$ cat src/rtl/ffa_pkg.sv
package ffa_pkg;

    localparam int ADDR_W  = 16;
    localparam int LEN_W   = 17;
    localparam int SIZE_W  = 17;
    localparam int ALIGN_W = 13;
    localparam int STAT_W  = 2;

    localparam logic [LEN_W-1:0] MIN_ALLOC = 17'd16;
    localparam logic [LEN_W-1:0] ARENA_MIN = 17'd64;
    localparam logic [LEN_W-1:0] ARENA_MAX = 17'd65536;

    localparam logic CMD_ALLOC = 1'b0;
    localparam logic CMD_FREE  = 1'b1;

    localparam logic [STAT_W-1:0] ST_OK     = 2'd0;
    localparam logic [STAT_W-1:0] ST_NOFIT  = 2'd1;
    localparam logic [STAT_W-1:0] ST_BADADR = 2'd2;
    localparam logic [STAT_W-1:0] ST_FULL   = 2'd3;

    typedef struct packed {
        logic               cmd;
        logic [SIZE_W-1:0]  req_size;
        logic [ALIGN_W-1:0] align;
        logic [ADDR_W-1:0]  block_addr;
    } t_in_item;

    typedef struct packed {
        logic [STAT_W-1:0] status;
        logic [ADDR_W-1:0] result_addr;
        logic [LEN_W-1:0]  used_bytes_out;
    } t_out_item;

    // normalized request handed from front to back
    typedef struct packed {
        logic               cmd;
        logic [SIZE_W-1:0]  size;
        logic [ALIGN_W-1:0] align;
        logic [ADDR_W-1:0]  addr;
    } t_job;

    typedef struct packed {
        logic [ADDR_W-1:0] start;
        logic [LEN_W-1:0]  len;
    } t_seg;

    typedef struct packed {
        logic [ADDR_W-1:0] user;
        logic [ADDR_W-1:0] start;
        logic [LEN_W-1:0]  len;
    } t_blk;

endpackage

$ cat src/rtl/first_fit_free_list_allocator.sv
// channel   direction  handshake                      payload
// request   in         push / full                    i_in_item  (t_in_item)
// result    out        empty / pop                    o_out_item (t_out_item)
// config    in         i_cfg_valid / o_cfg_ready      i_cfg_data (arena size)
//
// one request at a time; an allocate scans the slots, then tries each segment in turn
// through the bit-serial remainder unit and moves entries when one is used up; a free
// looks up the block, passes the segments before it, moves entries and merges neighbours
// the segment memory has one read port and one write port
// after reset, and after each arena write, the init state rebuilds the table
// two-entry queues on both sides; a held result does not stop the next request queueing
module first_fit_free_list_allocator #(
    parameter int MAX_BLOCKS   = 16,
    parameter int HEADER_BYTES = 16,
    parameter int SPLIT_MIN    = 16
) (
    input  logic                      i_clk,
    input  logic                      i_rst_n,
    input  logic                      push,
    output logic                      full,
    input  ffa_pkg::t_in_item         i_in_item,
    output logic                      empty,
    input  logic                      pop,
    output ffa_pkg::t_out_item        o_out_item,
    input  logic                      i_cfg_valid,
    output logic                      o_cfg_ready,
    input  logic [ffa_pkg::LEN_W-1:0] i_cfg_data
);

    ffa_pkg::t_job      w_job;
    logic               w_job_empty;
    logic               w_job_pop;
    logic               w_out_full;
    logic               w_out_push;
    ffa_pkg::t_out_item w_out_item;

    // front: normalize and queue requests
    ffa_front u_front (
        .i_clk   (i_clk),
        .i_rst_n (i_rst_n),
        .i_push  (push),
        .i_item  (i_in_item),
        .o_full  (full),
        .i_pop   (w_job_pop),
        .o_job   (w_job),
        .o_empty (w_job_empty)
    );

    // back: table walk, split, merge
    ffa_back #(
        .MAX_BLOCKS   (MAX_BLOCKS),
        .HEADER_BYTES (HEADER_BYTES),
        .SPLIT_MIN    (SPLIT_MIN)
    ) u_back (
        .i_clk       (i_clk),
        .i_rst_n     (i_rst_n),
        .i_cfg_valid (i_cfg_valid),
        .o_cfg_ready (o_cfg_ready),
        .i_cfg_data  (i_cfg_data),
        .i_job_valid (!w_job_empty),
        .i_job       (w_job),
        .o_job_pop   (w_job_pop),
        .i_out_full  (w_out_full),
        .o_out_push  (w_out_push),
        .o_out_item  (w_out_item)
    );

    // result queue
    ffa_fifo #(
        .WIDTH ($bits(ffa_pkg::t_out_item))
    ) u_out_q (
        .i_clk   (i_clk),
        .i_rst_n (i_rst_n),
        .i_push  (w_out_push),
        .i_data  (w_out_item),
        .o_full  (w_out_full),
        .i_pop   (pop),
        .o_data  (o_out_item),
        .o_empty (empty)
    );

    // a result beat never hits a full queue
    a_no_lost_result: assert property (@(posedge i_clk) disable iff (!i_rst_n)
        w_out_push |-> !w_out_full)
        else $error("result pushed into full queue");

    // an arena write starts the rebuild, so the port is busy next cycle
    a_cfg_busy: assert property (@(posedge i_clk) disable iff (!i_rst_n)
        (i_cfg_valid && o_cfg_ready) |=> !o_cfg_ready)
        else $error("config port ready during rebuild");

    // used bytes never exceed the largest arena
    a_used_bound: assert property (@(posedge i_clk) disable iff (!i_rst_n)
        !empty |-> (o_out_item.used_bytes_out <= ffa_pkg::ARENA_MAX))
        else $error("used bytes out of range");

endmodule

$ cat src/rtl/ffa_fifo.sv
module ffa_fifo #(
    parameter int WIDTH = 8
) (
    input  logic             i_clk,
    input  logic             i_rst_n,
    input  logic             i_push,
    input  logic [WIDTH-1:0] i_data,
    output logic             o_full,
    input  logic             i_pop,
    output logic [WIDTH-1:0] o_data,
    output logic             o_empty
);

    // two-entry queue
    logic [WIDTH-1:0] r_mem [2];
    logic             r_wp, r_rp;
    logic [1:0]       r_cnt;
    logic             w_do_push, w_do_pop;

    assign o_full    = (r_cnt == 2'd2);
    assign o_empty   = (r_cnt == 2'd0);
    assign o_data    = r_mem[r_rp];
    assign w_do_push = i_push && !o_full;
    assign w_do_pop  = i_pop && !o_empty;

    always_ff @(posedge i_clk) begin
        if (!i_rst_n) begin
            r_wp  <= 1'b0;
            r_rp  <= 1'b0;
            r_cnt <= 2'd0;
        end else begin
            if (w_do_push) begin
                r_wp <= ~r_wp;
            end
            if (w_do_pop) begin
                r_rp <= ~r_rp;
            end
            if (w_do_push && !w_do_pop) begin
                r_cnt <= r_cnt + 2'd1;
            end else if (!w_do_push && w_do_pop) begin
                r_cnt <= r_cnt - 2'd1;
            end
        end
    end

    always_ff @(posedge i_clk) begin
        if (w_do_push) begin
            r_mem[r_wp] <= i_data;
        end
    end

endmodule

$ cat src/rtl/ffa_front.sv
module ffa_front (
    input  logic              i_clk,
    input  logic              i_rst_n,
    input  logic              i_push,
    input  ffa_pkg::t_in_item i_item,
    output logic              o_full,
    input  logic              i_pop,
    output ffa_pkg::t_job     o_job,
    output logic              o_empty
);

    ffa_pkg::t_job w_job;

    // raise small sizes, treat zero alignment as one
    always_comb begin
        w_job.cmd   = i_item.cmd;
        w_job.size  = (i_item.req_size < ffa_pkg::MIN_ALLOC) ? ffa_pkg::MIN_ALLOC
                                                              : i_item.req_size;
        w_job.align = (i_item.align == '0) ? ffa_pkg::ALIGN_W'(1) : i_item.align;
        w_job.addr  = i_item.block_addr;
    end

    ffa_fifo #(
        .WIDTH ($bits(ffa_pkg::t_job))
    ) u_q (
        .i_clk   (i_clk),
        .i_rst_n (i_rst_n),
        .i_push  (i_push),
        .i_data  (w_job),
        .o_full  (o_full),
        .i_pop   (i_pop),
        .o_data  (o_job),
        .o_empty (o_empty)
    );

endmodule

$ cat src/rtl/ffa_back.sv
module ffa_back #(
    parameter int MAX_BLOCKS   = 16,
    parameter int HEADER_BYTES = 16,
    parameter int SPLIT_MIN    = 16
) (
    input  logic                           i_clk,
    input  logic                           i_rst_n,
    input  logic                           i_cfg_valid,
    output logic                           o_cfg_ready,
    input  logic [ffa_pkg::LEN_W-1:0]      i_cfg_data,
    input  logic                           i_job_valid,
    input  ffa_pkg::t_job                  i_job,
    output logic                           o_job_pop,
    input  logic                           i_out_full,
    output logic                           o_out_push,
    output ffa_pkg::t_out_item             o_out_item
);

    localparam int SEG_DEPTH = MAX_BLOCKS + 1;
    localparam int SIW       = $clog2(SEG_DEPTH);
    localparam int CW        = $clog2(SEG_DEPTH + 1);
    localparam int BW        = $clog2(MAX_BLOCKS);
    localparam int AW        = ffa_pkg::ADDR_W;
    localparam int LW        = ffa_pkg::LEN_W;
    localparam int XW        = AW + 1;
    localparam int DW        = ffa_pkg::ALIGN_W;
    localparam int PW        = DW + 1;
    localparam int NW        = LW + 1;
    localparam int BITW      = $clog2(XW);

    localparam logic [4:0] S_INIT  = 5'd0;
    localparam logic [4:0] S_IDLE  = 5'd1;
    localparam logic [4:0] S_SLOT  = 5'd2;
    localparam logic [4:0] S_SEG   = 5'd3;
    localparam logic [4:0] S_SEGW  = 5'd4;
    localparam logic [4:0] S_MOD   = 5'd5;
    localparam logic [4:0] S_FIT   = 5'd6;
    localparam logic [4:0] S_SHRD  = 5'd7;
    localparam logic [4:0] S_SHWR  = 5'd8;
    localparam logic [4:0] S_FRD   = 5'd9;
    localparam logic [4:0] S_FCHK  = 5'd10;
    localparam logic [4:0] S_POS   = 5'd11;
    localparam logic [4:0] S_POSW  = 5'd12;
    localparam logic [4:0] S_UPRD  = 5'd13;
    localparam logic [4:0] S_UPWR  = 5'd14;
    localparam logic [4:0] S_PUT   = 5'd15;
    localparam logic [4:0] S_NX    = 5'd16;
    localparam logic [4:0] S_NXW   = 5'd17;
    localparam logic [4:0] S_PV    = 5'd18;
    localparam logic [4:0] S_PVW   = 5'd19;
    localparam logic [4:0] S_FDONE = 5'd20;
    localparam logic [4:0] S_RESP  = 5'd21;

    logic [4:0]                  r_state, n_state;
    logic [4:0]                  r_ret, n_ret;
    logic [LW-1:0]               r_arena, n_arena;
    logic [CW-1:0]               r_cnt, n_cnt;
    logic [MAX_BLOCKS-1:0]       r_valid, n_valid;
    logic [LW-1:0]               r_used, n_used;
    ffa_pkg::t_job               r_job, n_job;
    logic [BW-1:0]               r_slot, n_slot;
    logic [BW-1:0]               r_b, n_b;
    logic [CW-1:0]               r_i, n_i;
    logic [CW-1:0]               r_k, n_k;
    logic [AW-1:0]               r_s, n_s;
    logic [LW-1:0]               r_len, n_len;
    logic [LW-1:0]               r_blen, n_blen;
    logic [XW-1:0]               r_x, n_x;
    logic [DW-1:0]               r_rem, n_rem;
    logic [BITW-1:0]             r_bit, n_bit;
    logic [ffa_pkg::STAT_W-1:0]  r_status, n_status;
    logic [AW-1:0]               r_res, n_res;

    ffa_pkg::t_seg               r_seg_mem [SEG_DEPTH];
    ffa_pkg::t_seg               r_seg_rd;
    logic [SIW-1:0]              w_seg_ra, w_seg_wa;
    logic                        w_seg_we;
    ffa_pkg::t_seg               w_seg_wd;

    ffa_pkg::t_blk               r_blk_mem [MAX_BLOCKS];
    ffa_pkg::t_blk               r_blk_rd;
    logic                        w_blk_we;
    ffa_pkg::t_blk               w_blk_wd;

    logic [PW:0]                 w_rem_sh;
    logic [PW-1:0]               w_pad;
    logic [NW-1:0]               w_need;
    logic [NW-1:0]               w_left;
    logic [LW-1:0]               w_sum;

    assign o_cfg_ready = (r_state == S_IDLE);
    assign o_out_push  = (r_state == S_RESP);
    assign o_out_item  = '{status: r_status, result_addr: r_res, used_bytes_out: r_used};

    // padding and size of the candidate block
    always_comb begin
        w_pad  = PW'(HEADER_BYTES) + ((r_rem == '0) ? PW'(0)
                                     : (PW'(r_job.align) - PW'(r_rem)));
        w_need = NW'(r_job.size) + NW'(w_pad);
        w_left = NW'(r_len) - w_need;
        w_rem_sh = {1'b0, r_rem, r_x[XW-1]};
    end

    always_comb begin
        n_state  = r_state;
        n_ret    = r_ret;
        n_arena  = r_arena;
        n_cnt    = r_cnt;
        n_valid  = r_valid;
        n_used   = r_used;
        n_job    = r_job;
        n_slot   = r_slot;
        n_b      = r_b;
        n_i      = r_i;
        n_k      = r_k;
        n_s      = r_s;
        n_len    = r_len;
        n_blen   = r_blen;
        n_x      = r_x;
        n_rem    = r_rem;
        n_bit    = r_bit;
        n_status = r_status;
        n_res    = r_res;
        o_job_pop = 1'b0;
        w_seg_ra = '0;
        w_seg_wa = '0;
        w_seg_we = 1'b0;
        w_seg_wd = '0;
        w_blk_we = 1'b0;
        w_blk_wd = '0;
        w_sum    = '0;
        case (r_state)
            S_INIT: begin
                w_seg_we = 1'b1;
                w_seg_wa = '0;
                w_seg_wd = '{start: '0, len: r_arena};
                n_cnt    = CW'(1);
                n_used   = '0;
                n_valid  = '0;
                n_state  = S_IDLE;
            end
            S_IDLE: begin
                if (i_cfg_valid) begin
                    if (i_cfg_data < ffa_pkg::ARENA_MIN) begin
                        n_arena = ffa_pkg::ARENA_MIN;
                    end else if (i_cfg_data > ffa_pkg::ARENA_MAX) begin
                        n_arena = ffa_pkg::ARENA_MAX;
                    end else begin
                        n_arena = i_cfg_data;
                    end
                    n_state = S_INIT;
                end else if (i_job_valid && !i_out_full) begin
                    o_job_pop = 1'b1;
                    n_job     = i_job;
                    n_status  = ffa_pkg::ST_OK;
                    n_res     = '0;
                    n_b       = '0;
                    n_state   = (i_job.cmd == ffa_pkg::CMD_ALLOC) ? S_SLOT : S_FRD;
                end
            end
            S_SLOT: begin
                if (!r_valid[r_b]) begin
                    n_slot  = r_b;
                    n_i     = '0;
                    n_state = S_SEG;
                end else if (r_b == BW'(MAX_BLOCKS - 1)) begin
                    n_status = ffa_pkg::ST_FULL;
                    n_state  = S_RESP;
                end else begin
                    n_b = r_b + BW'(1);
                end
            end
            S_SEG: begin
                if (r_i == r_cnt) begin
                    n_status = ffa_pkg::ST_NOFIT;
                    n_state  = S_RESP;
                end else begin
                    w_seg_ra = r_i[SIW-1:0];
                    n_state  = S_SEGW;
                end
            end
            S_SEGW: begin
                n_s     = r_seg_rd.start;
                n_len   = r_seg_rd.len;
                n_x     = XW'(r_seg_rd.start) + XW'(HEADER_BYTES);
                n_rem   = '0;
                n_bit   = '0;
                n_state = S_MOD;
            end
            S_MOD: begin
                // restoring remainder, one bit per cycle
                if (w_rem_sh >= (PW+1)'(r_job.align)) begin
                    n_rem = DW'(w_rem_sh - (PW+1)'(r_job.align));
                end else begin
                    n_rem = DW'(w_rem_sh);
                end
                n_x   = {r_x[XW-2:0], 1'b0};
                n_bit = r_bit + BITW'(1);
                if (r_bit == BITW'(XW - 1)) begin
                    n_state = S_FIT;
                end
            end
            S_FIT: begin
                if (NW'(r_len) >= w_need) begin
                    if (w_left > NW'(SPLIT_MIN)) begin
                        w_seg_we = 1'b1;
                        w_seg_wa = r_i[SIW-1:0];
                        w_seg_wd = '{start: AW'(NW'(r_s) + w_need), len: LW'(w_left)};
                        n_blen   = LW'(w_need);
                        n_state  = S_RESP;
                    end else begin
                        n_blen  = r_len;
                        n_k     = r_i;
                        n_ret   = S_RESP;
                        n_state = S_SHRD;
                    end
                    w_blk_we = 1'b1;
                    w_blk_wd = '{user: r_s + AW'(w_pad), start: r_s, len: n_blen};
                    n_valid[r_slot] = 1'b1;
                    n_used = r_used + n_blen;
                    n_res  = r_s + AW'(w_pad);
                end else begin
                    n_i     = r_i + CW'(1);
                    n_state = S_SEG;
                end
            end
            S_SHRD: begin
                // close the gap at entry k
                if ((r_k + CW'(1)) < r_cnt) begin
                    w_seg_ra = SIW'(r_k + CW'(1));
                    n_state  = S_SHWR;
                end else begin
                    n_cnt   = r_cnt - CW'(1);
                    n_state = r_ret;
                end
            end
            S_SHWR: begin
                w_seg_we = 1'b1;
                w_seg_wa = r_k[SIW-1:0];
                w_seg_wd = r_seg_rd;
                n_k      = r_k + CW'(1);
                n_state  = S_SHRD;
            end
            S_FRD: begin
                n_state = S_FCHK;
            end
            S_FCHK: begin
                if (r_valid[r_b] && (r_blk_rd.user == r_job.addr)) begin
                    n_s    = r_blk_rd.start;
                    n_len  = r_blk_rd.len;
                    n_blen = r_blk_rd.len;
                    n_slot = r_b;
                    if (r_cnt >= CW'(SEG_DEPTH)) begin
                        n_status = ffa_pkg::ST_BADADR;
                        n_state  = S_RESP;
                    end else begin
                        n_i     = '0;
                        n_state = S_POS;
                    end
                end else if (r_b == BW'(MAX_BLOCKS - 1)) begin
                    n_status = ffa_pkg::ST_BADADR;
                    n_state  = S_RESP;
                end else begin
                    n_b     = r_b + BW'(1);
                    n_state = S_FRD;
                end
            end
            S_POS: begin
                if (r_i == r_cnt) begin
                    n_k     = r_cnt;
                    n_state = S_UPRD;
                end else begin
                    w_seg_ra = r_i[SIW-1:0];
                    n_state  = S_POSW;
                end
            end
            S_POSW: begin
                if (r_seg_rd.start > r_s) begin
                    n_k     = r_cnt;
                    n_state = S_UPRD;
                end else begin
                    n_i     = r_i + CW'(1);
                    n_state = S_POS;
                end
            end
            S_UPRD: begin
                // open a gap at entry i
                if (r_k > r_i) begin
                    w_seg_ra = SIW'(r_k - CW'(1));
                    n_state  = S_UPWR;
                end else begin
                    n_state = S_PUT;
                end
            end
            S_UPWR: begin
                w_seg_we = 1'b1;
                w_seg_wa = r_k[SIW-1:0];
                w_seg_wd = r_seg_rd;
                n_k      = r_k - CW'(1);
                n_state  = S_UPRD;
            end
            S_PUT: begin
                w_seg_we = 1'b1;
                w_seg_wa = r_i[SIW-1:0];
                w_seg_wd = '{start: r_s, len: r_len};
                n_cnt    = r_cnt + CW'(1);
                n_state  = S_NX;
            end
            S_NX: begin
                if ((r_i + CW'(1)) < r_cnt) begin
                    w_seg_ra = SIW'(r_i + CW'(1));
                    n_state  = S_NXW;
                end else begin
                    n_state = S_PV;
                end
            end
            S_NXW: begin
                if ((LW'(r_s) + r_len) == LW'(r_seg_rd.start)) begin
                    w_sum    = r_len + r_seg_rd.len;
                    n_len    = w_sum;
                    w_seg_we = 1'b1;
                    w_seg_wa = r_i[SIW-1:0];
                    w_seg_wd = '{start: r_s, len: w_sum};
                    n_k      = r_i + CW'(1);
                    n_ret    = S_PV;
                    n_state  = S_SHRD;
                end else begin
                    n_state = S_PV;
                end
            end
            S_PV: begin
                if (r_i != '0) begin
                    w_seg_ra = SIW'(r_i - CW'(1));
                    n_state  = S_PVW;
                end else begin
                    n_state = S_FDONE;
                end
            end
            S_PVW: begin
                if ((LW'(r_seg_rd.start) + r_seg_rd.len) == LW'(r_s)) begin
                    w_sum    = r_seg_rd.len + r_len;
                    w_seg_we = 1'b1;
                    w_seg_wa = SIW'(r_i - CW'(1));
                    w_seg_wd = '{start: r_seg_rd.start, len: w_sum};
                    n_k      = r_i;
                    n_ret    = S_FDONE;
                    n_state  = S_SHRD;
                end else begin
                    n_state = S_FDONE;
                end
            end
            S_FDONE: begin
                n_valid[r_slot] = 1'b0;
                n_used   = (r_used >= r_blen) ? (r_used - r_blen) : '0;
                n_status = ffa_pkg::ST_OK;
                n_state  = S_RESP;
            end
            S_RESP: begin
                n_state = S_IDLE;
            end
            default: begin
                n_state = S_INIT;
            end
        endcase
    end

    always_ff @(posedge i_clk) begin
        if (!i_rst_n) begin
            r_state <= S_INIT;
            r_ret   <= S_RESP;
            r_arena <= ffa_pkg::ARENA_MAX;
            r_cnt   <= CW'(1);
            r_valid <= '0;
            r_used  <= '0;
        end else begin
            r_state <= n_state;
            r_ret   <= n_ret;
            r_arena <= n_arena;
            r_cnt   <= n_cnt;
            r_valid <= n_valid;
            r_used  <= n_used;
        end
    end

    always_ff @(posedge i_clk) begin
        r_job    <= n_job;
        r_slot   <= n_slot;
        r_b      <= n_b;
        r_i      <= n_i;
        r_k      <= n_k;
        r_s      <= n_s;
        r_len    <= n_len;
        r_blen   <= n_blen;
        r_x      <= n_x;
        r_rem    <= n_rem;
        r_bit    <= n_bit;
        r_status <= n_status;
        r_res    <= n_res;
    end

    always_ff @(posedge i_clk) begin
        if (w_seg_we) begin
            r_seg_mem[w_seg_wa] <= w_seg_wd;
        end
        r_seg_rd <= r_seg_mem[w_seg_ra];
    end

    always_ff @(posedge i_clk) begin
        if (w_blk_we) begin
            r_blk_mem[r_slot] <= w_blk_wd;
        end
        r_blk_rd <= r_blk_mem[n_b];
    end

endmodule

$ cat config.mk
export PLATFORM = sky130hd
export DESIGN_NAME = first_fit_free_list_allocator
export DESIGN_NICKNAME = d
export VERILOG_FILES = /design/src/rtl/ffa_pkg.sv /design/src/rtl/first_fit_free_list_allocator.sv /design/src/rtl/ffa_fifo.sv /design/src/rtl/ffa_front.sv /design/src/rtl/ffa_back.sv
export SDC_FILE = /design/constraint.sdc
export NUM_CORES = 2
export LEC_CHECK = 0
export BUFFER_PORTS_ARGS = -buffer_cell sky130_fd_sc_hd__buf_4
export CAP_MARGIN = 15
export CORE_UTILIZATION = 45
export DETAILED_ROUTE_END_ITERATION = 7
export PLACE_DENSITY = 0.68
export SLEW_MARGIN = 25
export SYNTH_ARGS = -nofsm -noshare
export SYNTH_HDL_FRONTEND = slang
export SYNTH_HIERARCHICAL = 1
export SYNTH_SLANG_ARGS = --single-unit
$ cat constraint.sdc
create_clock -name i_clk -period 8.7 [get_ports i_clk]
set_clock_uncertainty 0.1 [all_clocks]
set_input_delay 2.61 -clock i_clk [delete_from_list [all_inputs] [get_ports i_clk]]
set_output_delay 2.61 -clock i_clk [all_outputs]
set_load 0.02 [all_outputs]
======== Word-level counts from Yosys, hierarchy flattened ========
Memory sizes are Yosys's and may differ from the RTL's. A register that Yosys moved wholly into a read port is not among the register bits.
Index checks and enable logic that the tools add are counted.
word-level totals
  input port bits ......................... 69
  logic and storage cells ................. 322
  bits in writable memories ............... 1509
  output and inout port bits .............. 38
  bits in registers ....................... 240
  memories ................................ 4
cells by class
  add/sub/neg operators ................... 25
  muxes and demuxes ....................... 135
  bitwise gates (word level) .............. 8
  $lt $le $gt $ge ......................... 15
  reductions and logical operators ........ 57
  equal/unequal tests ..................... 51
memories
  memory             words  bits a word  read ports  clocked after Yosys merged registers in  wr ports  RTL line        text
  u_back.r_blk_mem   16     49           1           1                                        1         ffa_back.sv:80  ffa_pkg::t_blk r_blk_mem [MAX_BLOCKS];
  u_back.r_seg_mem   17     33           1           1                                        1         ffa_back.sv:74  ffa_pkg::t_seg r_seg_mem [SEG_DEPTH];
  u_front.u_q.r_mem  2      47           1           1                                        1         ffa_fifo.sv:15  logic [WIDTH-1:0] r_mem [2];
  u_out_q.r_mem      2      35           1           1                                        1         ffa_fifo.sv:15
operator list
  kind                  number
  $pmux W33 S6          1
  $mux W5               39
  $mux W17              11
  $mux W33              4
  $pmux W5 S21          1
  $pmux W17 S3          2
  $mux W49              2
  $mux W16              5
  $pmux W17 S2          2
  $pmux W16 S2          2
  $pmux W5 S5           2
  $pmux W16 S3          1
  $eq A5 B4 Y1 const B  8
  $eq A5 B5 Y1 const B  7
  $pmux W5 S7           1
  $add A16 B17 Y17      2
  $add A17 B17 Y17      2
  $eq A17 B16 Y1        2
  $mux W4               8
  $pmux W5 S3           2
  $logic_not A13 Y1     2
  $mux W13              2
  $mux W2               13
  $pmux W13 S2          1
  other kinds (72)      169

======== Longest topological paths before layout ========
  depth after elaboration ................. 12
  gate-level depth with buffers ........... 48
  depth with buffers taken out ............ 47

======== Modules after synthesis ========
Netlist, hierarchy kept.
by module, submodules not included
  module                         times used  area an instance (um^2)  cells an instance  sequential area each (um^2)
  ffa_back                       1           75491.2                  5581               48266.3
  ffa_fifo (u_front.u_q)         1           3629.7                   171                2922.8
  ffa_fifo (u_out_q)             1           2757.6                   134                2202.1
  ffa_front                      1           219.0                    41                 0.0
  first_fit_free_list_allocator  1           3.8                      1                  0.0

======== Worst setup path before layout ========
No wires, ideal clock.
  path kind ............................... register -> register
  start ................................... reg u_back.r_rem[0]
  end ..................................... mem u_back/r_seg_mem[15][0] in the netlist's numbering, enable pin
  buffers on the path ..................... 0
  data required time ...................... 8136 ps
  library setup time ...................... 464 ps
  period minus slack after synthesis ...... 8984 ps
  stages on the path, launching flop included .. 33
  arrival time ............................ 8420 ps
  slack ................................... -284 ps
  path through ............................ edfxtp_1 ha_1 fa_1 nor2b_1 o21ai_0 nor2b_1 o21bai_1 a21o_1 xnor2_1 nor2_1 nand3_1 xor2_1 ha_1 nand4_1 or3_1 nand3_1 a21oi_1 o21bai_1 xor2_1 inv_1 ha_1 and2_1 and3_1 and2_1 a211oi_2 xnor2_1 or4_4 nor4_4 and2_4 o21ai_4 a21oi_4 nand2_1 nor3_1
on the way
  cells in the longest elaborated chain, start to end .. 11
  elaborated cells on any way between the ends .. 16
  those cells by class .................... add/sub (4); order compare (2); mux (9); reduce/logical (1)
ends and longest elaborated chain
  item                                                          RTL line                        text
  start, declared                                               ffa_back.sv:69                  logic [DW-1:0] r_rem, n_rem;
  start signal, assigned                                        ffa_back.sv:395                 r_rem <= n_rem;
  $sub A13 B13 Y14 / $logic_not A13 Y1 (equally long branches)  ffa_back.sv:98, ffa_back.sv:97
  $mux W14 (*)                                                  ffa_back.sv:97                  w_pad = PW'(HEADER_BYTES) + ((r_rem == '0) ? PW'(0)
  $add A5 B14 Y14 (*)                                           ffa_back.sv:97
  $add A17 B14 Y18 (*)                                          ffa_back.sv:99                  w_need = NW'(r_job.size) + NW'(w_pad);
  $sub A17 B18 Y18                                              ffa_back.sv:100                 w_left = NW'(r_len) - w_need;
  $gt A18 B5 Y1                                                 ffa_back.sv:205                 if (w_left > NW'(SPLIT_MIN)) begin
  $mux W1                                                       ffa_back.sv:205
  $mux W1                                                       ffa_back.sv:204                 if (NW'(r_len) >= w_need) begin
  $pmux W1 S4                                                   ffa_back.sv:132                 case (r_state)
  $mux W1                                                       ffa_back.sv:402                 if (w_seg_we) begin
  $mux W1 (implied by the code)                                 ffa_back.sv:403                 r_seg_mem[w_seg_wa] <= w_seg_wd;
  end, declared                                                 ffa_back.sv:74
Mark *: on every way between the ends. The rest lies on a longest branch, timed or not.

======== Final worst setup path ========
  start ................................... reg u_back.r_rem[0]
  end ..................................... reg u_back.r_used[16]
on the way
  cells in the longest elaborated chain, start to end .. 12
  elaborated cells on any way between the ends .. 16
  those cells by class .................... add/sub (5); order compare (2); eq/ne (1); mux (6); reduce/logical (2)
ends and longest elaborated chain
  item                                                          RTL line                        text
  $sub A13 B13 Y14 / $logic_not A13 Y1 (equally long branches)  ffa_back.sv:98, ffa_back.sv:97
  $mux W14 (*)                                                  ffa_back.sv:97
  $add A5 B14 Y14 (*)                                           ffa_back.sv:97
  $add A17 B14 Y18 (*)                                          ffa_back.sv:99
  $sub A17 B18 Y18                                              ffa_back.sv:100
  $gt A18 B5 Y1                                                 ffa_back.sv:205
  $mux W17                                                      ffa_back.sv:205
  $mux W17                                                      ffa_back.sv:204
  $mux W17                                                      ffa_back.sv:132
  $add A17 B17 Y17                                              ffa_back.sv:220                 n_used = r_used + n_blen;
  $mux W17                                                      ffa_back.sv:204
  $pmux W17 S3                                                  ffa_back.sv:132
  end signal, assigned                                          ffa_back.sv:381                 r_used <= n_used;
  end, declared                                                 ffa_back.sv:59                  logic [LW-1:0] r_used, n_used;
Mark *: on every way between the ends. The rest lies on a longest branch, timed or not. The select of a mux whose other input is x is not followed.
A chain may end at the register's enable or synchronous reset.

==> summary.txt <==
Status = finished with violations
Failing checks = design-rule violations
Cells on worst reg2reg path = 45
Post-layout util = 52.40%
Core area = 180900 sq um
HPWL after detailed placement = 145300 um
Fin cells = 8795
Vias in the first global route = 51.02k
Sequential area share after synthesis = 65.03%
Detailed Route Iter0 Violations = 5660
Nets = 6558
GP Congestion = 0.9630
Crit path max-delay cell type = or4_4
Most frequent cells in the layout = edfxtp_1, mux2i_1, nand2_1, buf_4, nor2_1
Vias per inst = 5.926
Fill cells = 14.67k
Top cell by count, worst path = a21oi_2
Critical Path AT = 9.23 ns
Gr usage total = 24.35%
Via count = 52.12k
Drt total wl = 227700 um
Number of buffers created by CTS = 184
FF-to-FF setup slack = 0.15 ns
Worst Max-Slew Pin Slew = 1.125 ns
First-pass DRT Iterations = 8
Final hold violations = 0
Post-synth EDFFs = 1672
CP Class = reg2reg
Pins over their slew limit = 0
Worst Hold Slack = 0.3398 ns
Power per cell area = 348.3 nW/um^2
GR Overflow Total = 0
Dominant synthesized flop cell = edfxtp_1
Design area = 94820 sq um
Slowest stage delay, CP = 0.52 ns
Root Driver = clkbuf_16
Hold_sp = u_back/r_res[2]
Seq cells post-synth = 1831
Port Buf Inserts = 106
Maximum clock frequency = 0.1169 GHz
Die Y = 429.1 um
Worst reg2reg endpoint = u_back/r_used[16]
Worst R2R Start = u_back/r_rem[0]
Area Growth Syn to Fin = 15.49%
Die area = 184200 sq um
Commonest non-fill, non-tap cell in the layout = edfxtp_1
Clk_lat worst skew = 0.86 ns
Setup TNS = 0 ns
Tcrit/Tclk final = 98.31%
Sink Count = 1831
Setup violations, final = 0
Critical Path End Type = flip-flop
Total of max-cap violations = 0
Synth unique cells = 94
Max VDD drop = 0.3740 mV
Clock slew at reported path FFs = 0.06 ns
DP Area = 87920 sq um
Share of async-settable or async-resettable flops after synthesis = 0%
Post-synth top area cell = edfxtp_1
Largest net degree at the start of global routing = 184
TritonCTS clock tree = yes
Initial Utilization = 45.38%
Number of placed cells counting well taps = 8418
Pleak = 32.67 nW
ANT nets after route = 0
Critical Path RT = 9.37 ns
DRC = 3
Hold WC Path Type = reg2reg
CTS H-Tree Depth = 4
Max clock buf depth = 3
FP Rows = 156
First-pass GRT wire length = 334000 um
Layout cell share with drive strength beyond 1 = 16.63%
Die Wd = 429.1 um
Worst Setup Start Kind = flip-flop
Syn_nets = 6223
Yosys warning count = 6
Cts hold-fix bufs = 0
WL/cell = 25.89 um
# IOs = 107
Hold Path End = u_out_q/r_mem[1][19]
Share of the synthesized area in the top cell type = 61.15%
Cell count after synthesis = 5928
Worst hold stages = 0
Avg Inst Size Synth = 13.85 sq um
Max-slew headroom = 24.49%
RSZ-0062 raised after global routing = yes
Crit Path Max Fanout = 4
Final min period = 8.553 ns
Most area-consuming cells after synthesis = edfxtp_1, mux2i_1, dfxtp_1
Initial antenna violation count = 7
Syn Std Cell Area = 82100 sq um
flip-flops by register name (all words and copies together), names as in the netlist, 33 cells and up, named ones only:
register and cells:
u_back/r_blk_rd 49, u_back/r_blk_mem 784, u_back/r_seg_mem 561, u_front/u_q/r_mem 94, u_out_q/r_mem 70, u_back/r_job 46
u_back/r_seg_rd 33
Yosys cell counts (22+ instances only):
master,number
xor2_1,68
nor2b_1,49
a222oi_1,27
clkbuf_1,207
buf_4,26
and2_1,128
mux4_2,54
dfxtp_1,159
a311oi_1,52
nor4_1,44
a21o_1,64
a31oi_1,58
o21ai_0,143
nand2b_1,25
nand2_1,446
nor2_1,312
a21oi_1,229
xnor2_1,133
o21bai_1,22
a22oi_1,97
edfxtp_1,1672
buf_2,55
and2_0,22
nand4_1,45
o21a_1,35
inv_1,189
mux2_2,91
o21ai_1,50
a211oi_1,198
ha_1,214
o221ai_1,25
mux2i_1,557
o211ai_1,25
nor3_1,69
nand3_1,75
timing repair:
action,in CTS,in global routing
cloned,0,0
pin swaps,48,47
buffers inserted,17,13
setup endpoints to repair,8,182
resized for setup,67,48
hold endpoints to repair,0,0
critical path, delay by kind of cell (launching register included):
family          cells  cell delay, ns
buf+inv             3            0.29
mux                 1            0.22
simple gates       14            2.71
fa+ha+maj           6            1.70
flops               1            0.39
compound gates     17            2.33
xor+xnor            4            0.72
per-stage QoR:
step	total power, W	setup slack, ns
floorplan	0.01860	-0.2843
global placement	0.02412	-0.4624
detailed placement	0.02421	-0.5352
CTS	0.03255	-0.0001430
global route	0.03435	-0.2633
finish	0.03302	0.1467
logic make-up (layout without fill, tap and decap cells):
group | Yosys count | count (layout) | share of synthesized area, %
DFF | 1831 | 1831 | 65.03
xor gates and xnor gates | 201 | 201 | 2.144
AOI/OAI and AO/OA | 1155 | 1155 | 9.597
other | 0 | 2 | 0
adders and majority gates | 226 | 226 | 3.554
buffers and inverters | 507 | 1002 | 2.583
muxes | 702 | 702 | 9.520
and+or+nand+nor | 1306 | 1306 | 7.571
where the power goes:
group	internal [W]	switching, W
Sequential	0.0103	0.000628
Combinational	0.00583	0.00839
Clock	0.00448	0.00340
final cells by class:
class,count,area (sq um),share of cell area [%]
sequential,1831,53390,56.31
multi-input combinational,3590,27430,28.93
clock buffer,276,5241,5.528
timing repair buffer,464,4187,4.415
tap,2370,2965,3.127
clock inverter,70,864.6,0.9118
inverter,192,735.7,0.7759
antenna,2,5.005,0.005278
worst max-delay path by stage:
stage                     start                      end  slack (ns)  depth (start not counted)
2_1_floorplan   u_back/r_rem[0]  u_back/r_seg_mem[15][0]       -0.28                         32
3_3_place_gp   u_back/r_job[16]        u_back/r_used[16]       -0.46                         48
3_5_place_dp   u_back/r_job[16]        u_back/r_used[16]       -0.54                         43
4_1_cts         u_back/r_rem[0]        u_back/r_used[16]     -0.0001                         45
5_1_grt        u_back/r_job[17]        u_back/r_used[16]       -0.26                         46
6_report        u_back/r_rem[0]        u_back/r_used[16]        0.15                         45
per-layer routing:
layer  part of all wire [%]  wire, um  vias to the layer above  GRT usage [%]
li1                       -         -                    23370              -
met1                     42     96770                    26150          33.57
met2                     46    104600                     2144          38.44
met3                    7.7     17510                      460          4.250
met4                    3.9      8881                        2          9.378
met5                 0.0057        13                        -              0
Power figures use the tool's default switching activity.
